<file path="config.mk">
export PLATFORM = sky130hd
export DESIGN_NAME = tcw_ctrl
export DESIGN_NICKNAME = d
export VERILOG_FILES = /design/src/design/tcw_pkg.sv /design/src/design/tcw_ctrl.sv
export SDC_FILE = /design/constraint.sdc
export NUM_CORES = 1
export LEC_CHECK = 0
export BUFFER_PORTS_ARGS = -buffer_cell sky130_fd_sc_hd__buf_2
export CAP_MARGIN = 10
export CORE_AREA = 2 2 39 41
export DETAILED_ROUTE_END_ITERATION = 16
export DIE_AREA = 0 0 41 43
export PLACE_DENSITY_LB_ADDON = 0.25
export SYNTH_ARGS = -nofsm -noshare
export SYNTH_HDL_FRONTEND = slang
export SYNTH_SLANG_ARGS = --single-unit
export TNS_END_PERCENT = 1
</file>
<file path="constraint.sdc">
create_clock -name clk_i -period 1.2 [get_ports clk_i]
set_input_delay 0.18 -clock clk_i [delete_from_list [all_inputs] [get_ports clk_i]]
set_output_delay 0.18 -clock clk_i [all_outputs]
set_load 0.02 [all_outputs]
</file>
<file path="src/design/tcw_pkg.sv">
// Shared types and constants for the text console writer.
// No dependencies; imported by tcw_ctrl, tcw_datapath and the top level.
package tcw_pkg;

  localparam int COLS   = 80;
  localparam int ROWS   = 25;
  localparam int CELLS  = COLS * ROWS;
  localparam int COL_W  = $clog2(COLS);
  localparam int ROW_W  = $clog2(ROWS);
  localparam int ADDR_W = $clog2(CELLS);

  localparam logic [7:0] CH_NEWLINE   = 8'h0A;
  localparam logic [7:0] CH_BACKSPACE = 8'h08;
  localparam logic [7:0] CH_SPACE     = 8'h20;

  typedef enum logic [1:0] {
    CMD_PUT   = 2'd0,
    CMD_BKSP  = 2'd1,
    CMD_CLEAR = 2'd2,
    CMD_READ  = 2'd3
  } cmd_e;

  typedef struct packed {
    cmd_e       cmd;
    logic [7:0] char_code;
    logic [6:0] col;
    logic [4:0] row;
    logic       at_cursor;
    logic [7:0] attribute;
  } in_item_t;

  typedef struct packed {
    logic [6:0] cursor_col;
    logic [4:0] cursor_row;
    logic       scrolled;
    logic [7:0] read_char;
    logic [7:0] read_attr;
  } out_item_t;

  // controller -> datapath
  typedef struct packed {
    logic capture;
    logic exec;
    logic sweep;
    logic load;
  } dp_cmd_t;

  // datapath -> controller
  typedef struct packed {
    logic need_sweep;
    logic sweep_last;
  } dp_sts_t;

endpackage

</file>
<file path="src/design/tcw_ctrl.sv">
// Sequencing state machine for the text console writer.
// Depends on tcw_pkg; drives tcw_datapath through dp_cmd_t / dp_sts_t.
module tcw_ctrl (
  input  logic             clk_i,
  input  logic             rst_ni,
  input  logic             in_valid_i,
  output logic             in_ready_o,
  output logic             out_valid_o,
  input  logic             out_ready_i,
  output tcw_pkg::dp_cmd_t cmd_o,
  input  tcw_pkg::dp_sts_t sts_i
);
  import tcw_pkg::*;

  typedef enum logic [2:0] {
    ST_IDLE,
    ST_EXEC,
    ST_SWEEP,
    ST_DRAIN,
    ST_DONE
  } state_e;

  state_e state_q, state_d;
  logic   out_valid_q, out_valid_d;
  logic   slot_free;
  logic   accept;

  assign slot_free = !out_valid_q || out_ready_i;

  always_comb begin
    state_d     = state_q;
    in_ready_o  = 1'b0;
    cmd_o       = '0;
    out_valid_d = out_valid_q && !out_ready_i;
    accept      = 1'b0;
    unique case (state_q)
      ST_IDLE: begin
        in_ready_o = 1'b1;
        accept     = in_valid_i;
        if (in_valid_i) state_d = ST_EXEC;
      end
      ST_EXEC: begin
        cmd_o.exec = 1'b1;
        state_d    = sts_i.need_sweep ? ST_SWEEP : ST_DONE;
      end
      ST_SWEEP: begin
        cmd_o.sweep = 1'b1;
        if (sts_i.sweep_last) state_d = ST_DRAIN;
      end
      ST_DRAIN: begin
        state_d = ST_DONE;
      end
      ST_DONE: begin
        if (slot_free) begin
          cmd_o.load  = 1'b1;
          out_valid_d = 1'b1;
          in_ready_o  = 1'b1;
          accept      = in_valid_i;
          state_d     = in_valid_i ? ST_EXEC : ST_IDLE;
        end
      end
      default: state_d = ST_IDLE;
    endcase
    cmd_o.capture = accept;
  end

  always_ff @(posedge clk_i or negedge rst_ni) begin
    if (!rst_ni) begin
      state_q     <= ST_IDLE;
      out_valid_q <= 1'b0;
    end else begin
      state_q     <= state_d;
      out_valid_q <= out_valid_d;
    end
  end

  assign out_valid_o = out_valid_q;

endmodule

</file>
# Word level (Yosys, flattened, before mapping)
# Cells that the tools add are included.
# classes
n_eq_ne,7
muxes,15
reduce_logical,6
# op_table
op,count
$pmux 3 s5,1
$mux 3,4
$mux 1,8
$eq 3x2->1 const B,2
$ne 2x2->1 const B,3
$pmux 1 s2,2
$eq 3x1->1 const B,1
$eq 3x3->1 const B,1
$logic_not 3->1,1
$reduce_and 3->1,1
$logic_not 1->1,2
$logic_and 1x1->1,1
$logic_or 1x1->1,1
# totals
reg_bits,4
inputBits,6
out_inout_bits,6
word_cells,30

# Depth between registers and ports, before layout
# Gate-level depths: netlist (run 1).
# depth
depth_word,4
mapped_depth,3
mapped_depth_nobuf,2

# Worst setup path after synthesis (run 1)
# OpenSTA, ideal clock, no wires.
# synth_timing
kind,register to output
startpoint,register out_valid_q (netlist: out_valid_o)
endpoint,output in_ready_o
arrival_time_ns,1.214
t_required_ns,1.020
setup_slack_ns,-0.194
stages_incl_launch_ff,3
path_buffers,0
path_cell_list,dfrtp_1 nor2b_1 a211oi_1
# synth_via
elab_chain_len,4
# synth_lines
item,line,text
from (decl),tcw_ctrl.sv:24,"logic out_valid_q, out_valid_d;"
from (signal assigned),tcw_ctrl.sv:73,out_valid_q <= out_valid_d;
$logic_not 1->1,tcw_ctrl.sv:28,assign slot_free = !out_valid_q || out_ready_i;
$logic_or 1x1->1,tcw_ctrl.sv:28,
$mux 1,tcw_ctrl.sv:54,if (slot_free) begin
$pmux 1 s2,tcw_ctrl.sv:36,unique case (state_q)
to (decl),tcw_ctrl.sv:7,"output logic in_ready_o,"
# No other way between the ends.

==> results of run 1 <==
-- final timing paths --
| path | end | slack, ns | cells past startpoint | startpoint |
|---|---|---|---|---|
| min | state_q[1]$_DFFE_PN0P_ | 0.22 | 3 | sts_i[1] |
| min reg2reg | state_q[1]$_DFFE_PN0P_ | 0.60 | 2 | state_q[0]$_DFFE_PN0P_ |
| max in group asynchronous | out_valid_o$_DFF_PN0_ | 0.79 | 2 | rst_ni |
| max | cmd_o[0] | -0.25 | 3 | state_q[2]$_DFFE_PN0P_ |
| max reg2reg | state_q[2]$_DFFE_PN0P_ | 0.02 | 3 | state_q[2]$_DFFE_PN0P_ |
| min in group asynchronous | state_q[1]$_DFFE_PN0P_ | 0.28 | 2 | rst_ni |
-- flip-flops by register name, indices dropped and copies added, names as in the netlist --
signal,cells
out_valid_o,1
state_q,3
-- layout by cell type (no fill, tap or decap), types with 2 or more instances in the layout --
| master | netlist | routed |
|---|---|---|
| nor2_1 | 3 | 2 |
| nand2b_1 | 3 | 3 |
| buf_6 | 1 | 2 |
| clkbuf_4 | 0 | 3 |
| buf_4 | 1 | 14 |
| dfrtp_1 | 4 | 3 |
| buf_2 | 0 | 6 |
-- metrics by stage --
step / setup TNS, ns / cell area, um^2 / utilization [%]
after floorplan: -0.0670 / 283 / -
after global placement: -0.0159 / 407 / 29.4
after detailed placement: -0.000124 / 407 / 29.4
after CTS: -1.07 / 464 / 33.5
after global routing: -1.32 / 498 / 36.0
final: -1.01 / 498 / 36.0
-- logic make-up (layout without fill, tap and decap cells) --
kind of cell	Yosys count	count (layout)	share of synthesized area (%)
AO/OA/AOI/OAI	5	5	16.7
buffers and inverters	3	28	8.82
multiplexers	1	1	3.92
AND/OR/NAND/NOR	13	13	31.4
flip-flops	4	4	39.2
-- critical path: stages, from the launching register on --
cell	delay [ns]
dfrtp_1	0.41
or3b_4	0.42
nor2_4	0.09
buf_6	0.11
-- metal layers --
metal | global-route usage [%] | share of wire [%]
met5 | 0 | 0
met4 | 8.00 | 0
met3 | 1.57 | 2.0
met2 | 12.8 | 58
met1 | 10.8 | 40
-- report_power, final --
group	leakage, nW	internal (mW)	switching, mW
Clock	0.0150	0.125	0.0568
Sequential	0.0501	0.193	0.0517
Combinational	0.176	0.455	0.368
Total	0.241	0.773	0.477
-- timing repair --
action                                  in CTS  in global routing
endpoints found under the hold margin        4                  0
resized for setup                            5                  4
hold buffers                                 1                  0
endpoints found under the setup margin       5                  7
pin swaps                                    0                  2
buffers inserted                             1                  1
-- layout make-up --
type,count,area share (%)
well taps,16,4.02
multi-input cells,19,35.9
repair buffers,23,33.7
clock buffers,4,5.28
inverters,1,0.754
flip-flops and latches,4,20.4
==> flow_metrics.env, run 1 <==
export IMPL_final_hold_violation_count=0
export IMPL_boundaryPins=12
export IMPL_cts_buffers=3
export IMPL_crit_arrival_ns=1.27
export IMPL_final_max_slew_violation_count=0
export IMPL_post_place_cells=60
export IMPL_ant_nets=0
export IMPL_num_fill_cells=147
export IMPL_slew_headroom_pct=84.9
export IMPL_synth_yosys_warnings=0
export IMPL_p_per_area_nw_per_um2=2510
export IMPL_synthArstFlopShare_pct=100
export IMPL_setup_ws_ns=-0.246
export IMPL_tightest_slew_ns=0.227
export IMPL_seq_area_frac_synth_pct=39.2
export IMPL_portBuffers=11
export IMPL_place_congestion=0.702
export IMPL_ys_types=19
export IMPL_synth_cell_area_um2=255
export IMPL_synthToLayoutAreaGrowth_pct=95.1
export IMPL_ctsLongestPathBuffers=2
export IMPL_min_path_type="in2reg"
export IMPL_setup_violations=5
export IMPL_seq_area_um2=101
export IMPL_violations="negative setup slack"
export IMPL_grt_pass1_wl_um=1050
export IMPL_num_antenna_cells=0
export IMPL_grt_max_degree=9
export IMPL_path_max_fanout=4
export IMPL_startpoint_type="flop"
export IMPL_drc=0
export IMPL_synthTopCellsByArea="dfrtp_1, nand2b_1, o22ai_2, buf_6, nor2_1"
export IMPL_vias_per_cell=3.88
export IMPL_drive_above_1_share_pct=66.7
export IMPL_fin_crit_sh_pct=120
export IMPL_cts_root_buf="clkbuf_4"
export IMPL_track_usage_pct=8.98
export IMPL_power_mw=1.25
export IMPL_firstDrtPassIters=2
export IMPL_drv_cap=0
export IMPL_syn_avg_cell_area_um2=9.82
export IMPL_clkTransAtPathRegs_ns=0.04
export IMPL_drt_iter0_drc=1
export IMPL_cts_tree="done"
export IMPL_syn_inst=26
export IMPL_h_tree_depth=1
export IMPL_yosys_area_top_type="dfrtp_1"
export IMPL_ys_ff_latch=4
export IMPL_clock_sinks=4
export IMPL_coreArea_um2=1380
export IMPL_crit_path_end_kind="primary output"
export IMPL_synth_main_ff_cell="dfrtp_1"
export IMPL_drt_total_wl_um=637
export IMPL_hpwlAfterDp_um=507
export IMPL_die_w_um=41
export IMPL_antenna_found_initial=0
export IMPL_vias=260
export IMPL_finClkSkew_ns=0.00647
export IMPL_timing_fmax_mhz=692
export IMPL_syn_num_nets=32
export IMPL_synth_edf_count=0
export IMPL_dp_slack_ns=-0.000124
export IMPL_clk_insertion_delay_late_ns=0.24
export IMPL_start_util_pct=18.4
export IMPL_std_cell_rows=14
export IMPL_finalNetCount=58
export IMPL_die_area_um2=1760
export IMPL_hold_ws_ns=0.220
export IMPL_yosys_top_cells_count="dfrtp_1, nand2b_1, nor2_1"
export IMPL_crit_type="reg2out"
export IMPL_rsz0062_at_grt="true"
export IMPL_fin_cells=67
export IMPL_p_leak_nw=0.241
export IMPL_min_period_ns=1.45
export IMPL_yosysMostFrequentCell="dfrtp_1"
export IMPL_synth_top_area_share_pct=39.2
export IMPL_status="finished, violations left"
export IMPL_grt_pass1_vias=271
export IMPL_overflow=0
export IMPL_wire_per_inst_um=9.51
export IMPL_multiInputGateArea_um2=179
export IMPL_die_y_um=43
export IMPL_ir_drop_uv=595
export IMPL_cp_required_ns=1.02
Power figures use the tool's default switching activity.
==> inputs of run 2 (changes only) <==
--- a/config.mk
+++ b/config.mk
@@ -10,7 +10,7 @@
 export CORE_AREA = 2 2 39 41
 export DETAILED_ROUTE_END_ITERATION = 16
 export DIE_AREA = 0 0 41 43
-export PLACE_DENSITY_LB_ADDON = 0.25
+export PLACE_DENSITY = 0.39
 export SYNTH_ARGS = -nofsm -noshare
 export SYNTH_HDL_FRONTEND = slang
 export SYNTH_SLANG_ARGS = --single-unit
==> flow_metrics.env, run 2 (synthesized netlist as in run 1, its figures left out) <==
export IMPL_crit_arrival_ns=1.28
export IMPL_drt_total_wl_um=712
export IMPL_drive_above_1_share_pct=64.6
export IMPL_final_core_util_pct=33.9
export IMPL_largest_register_ffs=3
export IMPL_num_fill_cells=142
export IMPL_cts_root_buf="clkbuf_4"
export IMPL_startpoint_type="flop"
export IMPL_drt_iter0_drc=1
export IMPL_h_tree_depth=1
export IMPL_clock_sinks=4
export IMPL_hpwlAfterDp_um=533
export IMPL_drc=0
export IMPL_path_max_fanout=4
export IMPL_rsz0062_at_grt="true"
export IMPL_place_congestion=0.710
export IMPL_final_hold_violation_count=0
export IMPL_firstDrtPassIters=2
export IMPL_finalNetCount=55
export IMPL_finClkSkew_ns=0.00621
export IMPL_overflow=0
export IMPL_final_common_cell="buf_4"
export IMPL_drv_cap=0
export IMPL_die_w_um=41
export IMPL_grt_pass1_vias=282
export IMPL_timing_fmax_mhz=684
export IMPL_ir_drop_uv=929
export IMPL_status="finished, violations left"
export IMPL_synthToLayoutAreaGrowth_pct=83.8
export IMPL_std_cell_rows=14
export IMPL_final_max_slew_violation_count=0
export IMPL_track_usage_pct=9.46
export IMPL_final_cell_area_um2=469
export IMPL_cts_tree="done"
export IMPL_coreArea_um2=1380
export IMPL_setup_ws_ns=-0.262
export IMPL_clk_insertion_delay_late_ns=0.24
export IMPL_fin_crit_sh_pct=122
export IMPL_ant_nets=0
export IMPL_slew_headroom_pct=82.6
export IMPL_vias_per_cell=4.02
export IMPL_dpl_instance_area_um2=399
export IMPL_crit_path_end_kind="primary output"
export IMPL_boundaryPins=12
export IMPL_cp_required_ns=1.02
export IMPL_violations="negative setup slack"
export IMPL_die_area_um2=1760
export IMPL_p_leak_nw=0.222
export IMPL_p_per_area_nw_per_um2=2530
export IMPL_vias=257
export IMPL_portBuffers=11
export IMPL_start_util_pct=18.4
export IMPL_antenna_found_initial=0
export IMPL_tightest_slew_ns=0.261
export IMPL_grt_pass1_wl_um=1060
export IMPL_num_antenna_cells=0
export IMPL_min_path_type="in2reg"
export IMPL_mostFrequentLayoutCells="buf_4, buf_2, nand2b_1, clkbuf_4"
export IMPL_min_period_ns=1.46
export IMPL_crit_type="reg2out"
export IMPL_clkTransAtPathRegs_ns=0.04
export IMPL_die_y_um=43
export IMPL_regMostFlops="state_q"
export IMPL_wire_per_inst_um=11.1
export IMPL_cts_buffers=3
export IMPL_setup_violations=5
export IMPL_ctsLongestPathBuffers=2
export IMPL_grt_max_degree=8
run 2: cell count changes in the layout (fill, tap and decap cells not counted):
cell     change
dfrtp_2      +1
dfrtp_1      -1
o32ai_1      +1
buf_4        -3
o32ai_2      -1
run 2: report_power, final:
| group | leakage [nW] | switching (mW) | total [mW] | internal [mW] |
|---|---|---|---|---|
| clock network | 0.0150 | 0.0574 | 0.182 | 0.125 |
| logic | 0.158 | 0.349 | 0.755 | 0.406 |
| registers | 0.0487 | 0.0549 | 0.251 | 0.196 |
run 2: cell type report:
| class | instances | area (um^2) | area share, % |
|---|---|---|---|
| flip-flops and latches | 4 | 103 | 21.9 |
| well taps | 16 | 20.0 | 4.27 |
| clock buffers | 4 | 26.3 | 5.60 |
| multi-input cells | 19 | 171 | 36.5 |
| inverters | 1 | 3.75 | 0.800 |
| repair buffers | 20 | 145 | 30.9 |
run 2: critical path, cell delays in order (launching register included):
cell	delay [ns]
dfrtp_2	0.39
nor2b_4	0.16
a2111oi_4	0.30
buf_4	0.20
run 2: through the flow:
stage	setup WS (ns)	instances	hold WS, ns	power (mW)	setup TNS [ns]
5_1_grt	-0.327	64	0.221	1.29	-1.43
2_1_floorplan	-0.0427	26	-0.116	0.656	-0.0670
6_report	-0.262	64	0.217	1.19	-1.05
3_3_place_gp	-0.0309	59	-0.0102	0.921	-0.0309
3_5_place_dp	-0.0139	59	-0.00965	0.917	-0.0204
4_1_cts	-0.276	64	0.211	1.17	-1.12
run 2: final timing paths:
kind                                         from                endpoint  slack (ns)  depth (start not counted)
min                                      sts_i[1]  state_q[1]$_DFFE_PN0P_        0.22                          3
max reg2reg                state_q[0]$_DFFE_PN0P_  state_q[2]$_DFFE_PN0P_        0.03                          3
max                         out_valid_o$_DFF_PN0_                cmd_o[3]       -0.26                          3
min reg2reg                state_q[0]$_DFFE_PN0P_  state_q[1]$_DFFE_PN0P_        0.59                          2
max in group asynchronous                  rst_ni  state_q[2]$_DFFE_PN0P_        0.78                          2
min in group asynchronous                  rst_ni  state_q[1]$_DFFE_PN0P_        0.28                          2
run 2: what timing repair did:
action,CTS,global route
hold endpoints to repair,4,0
pin swaps,1,0
gates resized for setup,6,3
hold buffers,1,0
gates cloned,0,0
setup endpoints to repair,5,6
buffers inserted,0,0
run 2: layer usage:
metal | share of wire [%] | up-vias | GRT usage, %
met3 | 2.7 | 0 | 0
met2 | 57 | 7 | 13.4
met5 | 0 | - | 0
met1 | 40 | 117 | 10.7
li1 | - | 133 | -
met4 | 0 | 0 | 12.0
==> inputs of run 3 (changes only) <==
--- a/config.mk
+++ b/config.mk
@@ -7,10 +7,12 @@
 export LEC_CHECK = 0
 export BUFFER_PORTS_ARGS = -buffer_cell sky130_fd_sc_hd__buf_2
 export CAP_MARGIN = 10
+export CELL_PAD_IN_SITES_DETAIL_PLACEMENT = 1
+export CELL_PAD_IN_SITES_GLOBAL_PLACEMENT = 1
 export CORE_AREA = 2 2 39 41
 export DETAILED_ROUTE_END_ITERATION = 16
 export DIE_AREA = 0 0 41 43
-export PLACE_DENSITY = 0.39
+export PLACE_DENSITY = 0.5
 export SYNTH_ARGS = -nofsm -noshare
 export SYNTH_HDL_FRONTEND = slang
 export SYNTH_SLANG_ARGS = --single-unit
==> flow_metrics.env, run 3 (synthesized netlist as in run 1, its figures left out) <==
export IMPL_hold_depth=3
export IMPL_setup_ws_ns=-0.264
export IMPL_std_cell_rows=14
export IMPL_portBuffers=11
export IMPL_startpoint_type="flop"
export IMPL_cpMaxStageDelayCell="or3b_4"
export IMPL_vias_per_cell=4.32
export IMPL_drv_cap=0
export IMPL_comb_power_share_pct=63.6
export IMPL_ctsLongestPathBuffers=2
export IMPL_cts_tree="done"
export IMPL_cp_required_ns=1.02
export IMPL_setup_violations=5
export IMPL_dpl_instance_area_um2=384
export IMPL_setup_tns_ns=-1.05
export IMPL_cts_root_buf="clkbuf_4"
export IMPL_p_switching_mw=0.461
export IMPL_power_mw=1.18
export IMPL_finClkSkew_ns=0.00426
export IMPL_pwr_share_seq_pct=20.4
export IMPL_crit_arrival_ns=1.28
export IMPL_regMostFlops="state_q"
export IMPL_mostFrequentLayoutCells="buf_4, buf_2, buf_6"
export IMPL_ff2ff_path_depth=3
export IMPL_tightest_slew_ns=0.239
export IMPL_track_usage_pct=11.1
export IMPL_coreArea_um2=1380
export IMPL_regToRegStartpoint="state_q[2]$_DFFE_PN0P_"
export IMPL_violations="negative setup slack"
export IMPL_p_per_area_nw_per_um2=2520
export IMPL_drt_total_wl_um=667
export IMPL_die_w_um=41
export IMPL_fin_crit_sh_pct=122
export IMPL_final_cell_area_um2=468
export IMPL_hpwlAfterDp_um=567
export IMPL_p_leak_nw=0.221
export IMPL_boundaryPins=12
export IMPL_synthToLayoutAreaGrowth_pct=83.3
export IMPL_reg2reg_slack_ns=0.04
export IMPL_clkTransAtPathRegs_ns=0.04
export IMPL_overflow=0
export IMPL_crit_chain="or3b_4 -> nor2_4 -> buf_6"
export IMPL_final_max_slew_violation_count=0
export IMPL_path_max_fanout=3
export IMPL_wire_per_inst_um=10.6
export IMPL_ir_drop_uv=919
export IMPL_max_stage_delay_ns=0.43
export IMPL_firstDrtPassIters=2
export IMPL_final_hold_violation_count=0
export IMPL_drive_above_1_share_pct=61.7
export IMPL_crit_type="reg2out"
export IMPL_die_y_um=43
export IMPL_p_int_mw=0.716
export IMPL_num_antenna_cells=0
export IMPL_h_tree_depth=1
export IMPL_place_congestion=0.713
export IMPL_min_delay_start="sts_i[1]"
export IMPL_slew_headroom_pct=84.1
export IMPL_switching_share_pct=39.2
export IMPL_hold_ws_ns=0.224
export IMPL_min_period_ns=1.46
export IMPL_ant_nets=0
export IMPL_crit_path_end_kind="primary output"
export IMPL_vias=272
export IMPL_clk_insertion_delay_late_ns=0.24
export IMPL_clock_sinks=4
export IMPL_die_area_um2=1760
export IMPL_status="finished, violations left"
export IMPL_cts_buffers=3
export IMPL_rsz0062_at_grt="true"
export IMPL_drc=0
export IMPL_grt_max_degree=9
export IMPL_p_clk_share_pct=16.0
export IMPL_min_path_type="in2reg"
export IMPL_hold_path_endpoint="state_q[1]$_DFFE_PN0P_"
export IMPL_largest_register_ffs=3
export IMPL_grt_pass1_wl_um=1220
export IMPL_final_common_cell="buf_4"
export IMPL_drt_iter0_drc=2
export IMPL_timing_fmax_mhz=683
export IMPL_antenna_found_initial=0
export IMPL_grt_pass1_vias=291
export IMPL_start_util_pct=18.4
export IMPL_r2r_end="state_q[2]$_DFFE_PN0P_"
export IMPL_finalNetCount=54
[run 3: cell count changes in the layout (fill, tap and decap cells not counted), sizes merged]
| cell | delta |
|---|---|
| buf | -1 |
[run 3: power groups by stage]
stage               combinational (mW)  clock [mW]  sequential [mW]
finish                           0.749       0.188            0.240
global route                     0.818       0.220            0.247
CTS                              0.755       0.200            0.241
detailed placement               0.654           0            0.231
global placement                 0.649           0            0.226
floorplan                        0.386           0            0.270
[run 3: how the worst max path moves through the flow]
stage	start	end	slack, ns
floorplan	out_valid_o$_DFF_PN0_	cmd_o[3]	-0.04
global placement	out_valid_o$_DFF_PN0_	cmd_o[3]	-0.01
detailed placement	out_valid_o$_DFF_PN0_	cmd_o[3]	-0.04
CTS	state_q[2]$_DFFE_PN0P_	cmd_o[0]	-0.27
global route	out_valid_o$_DFF_PN0_	cmd_o[3]	-0.32
finish	state_q[2]$_DFFE_PN0P_	cmd_o[0]	-0.26
[run 3: final cells by class]
cell class              instances  area (um^2)
fillers                       174          916
multi-input cells              19          171
repair buffers                 19          145
flip-flops and latches          4          101
clock buffers                   4         26.3
well taps                      16         20.0
inverters                       1         3.75
[run 3: critical path: cells and delay by family (launching register included)]
kind	cells	cell delay (ns)
DFF	1	0.41
and+or+nand+nor	2	0.52
buffers and inverters	1	0.11
[run 3: timing repair]
action,4_1_cts,5_1_grt
hold buffers,1,0
buffers inserted,1,0
gates cloned,0,0
hold endpoints to repair,4,0
gates resized for setup,9,1
setup endpoints to repair,5,6
[run 3: per-layer routing]
metal	up-vias	global-route usage [%]	share of wire, %
li1	133	-	-
met1	126	11.6	38
met2	11	15.3	52
met3	2	8.38	7.8
met4	0	6.00	1.2
met5	-	0	0
[run 3: per-stage QoR]
stage	utilization [%]	setup WS, ns	cells
2_1_floorplan	-	-0.0427	26
3_3_place_gp	27.8	-0.0129	57
3_5_place_dp	27.8	-0.0439	57
4_1_cts	33.5	-0.265	63
5_1_grt	33.8	-0.318	63
6_report	33.8	-0.264	63
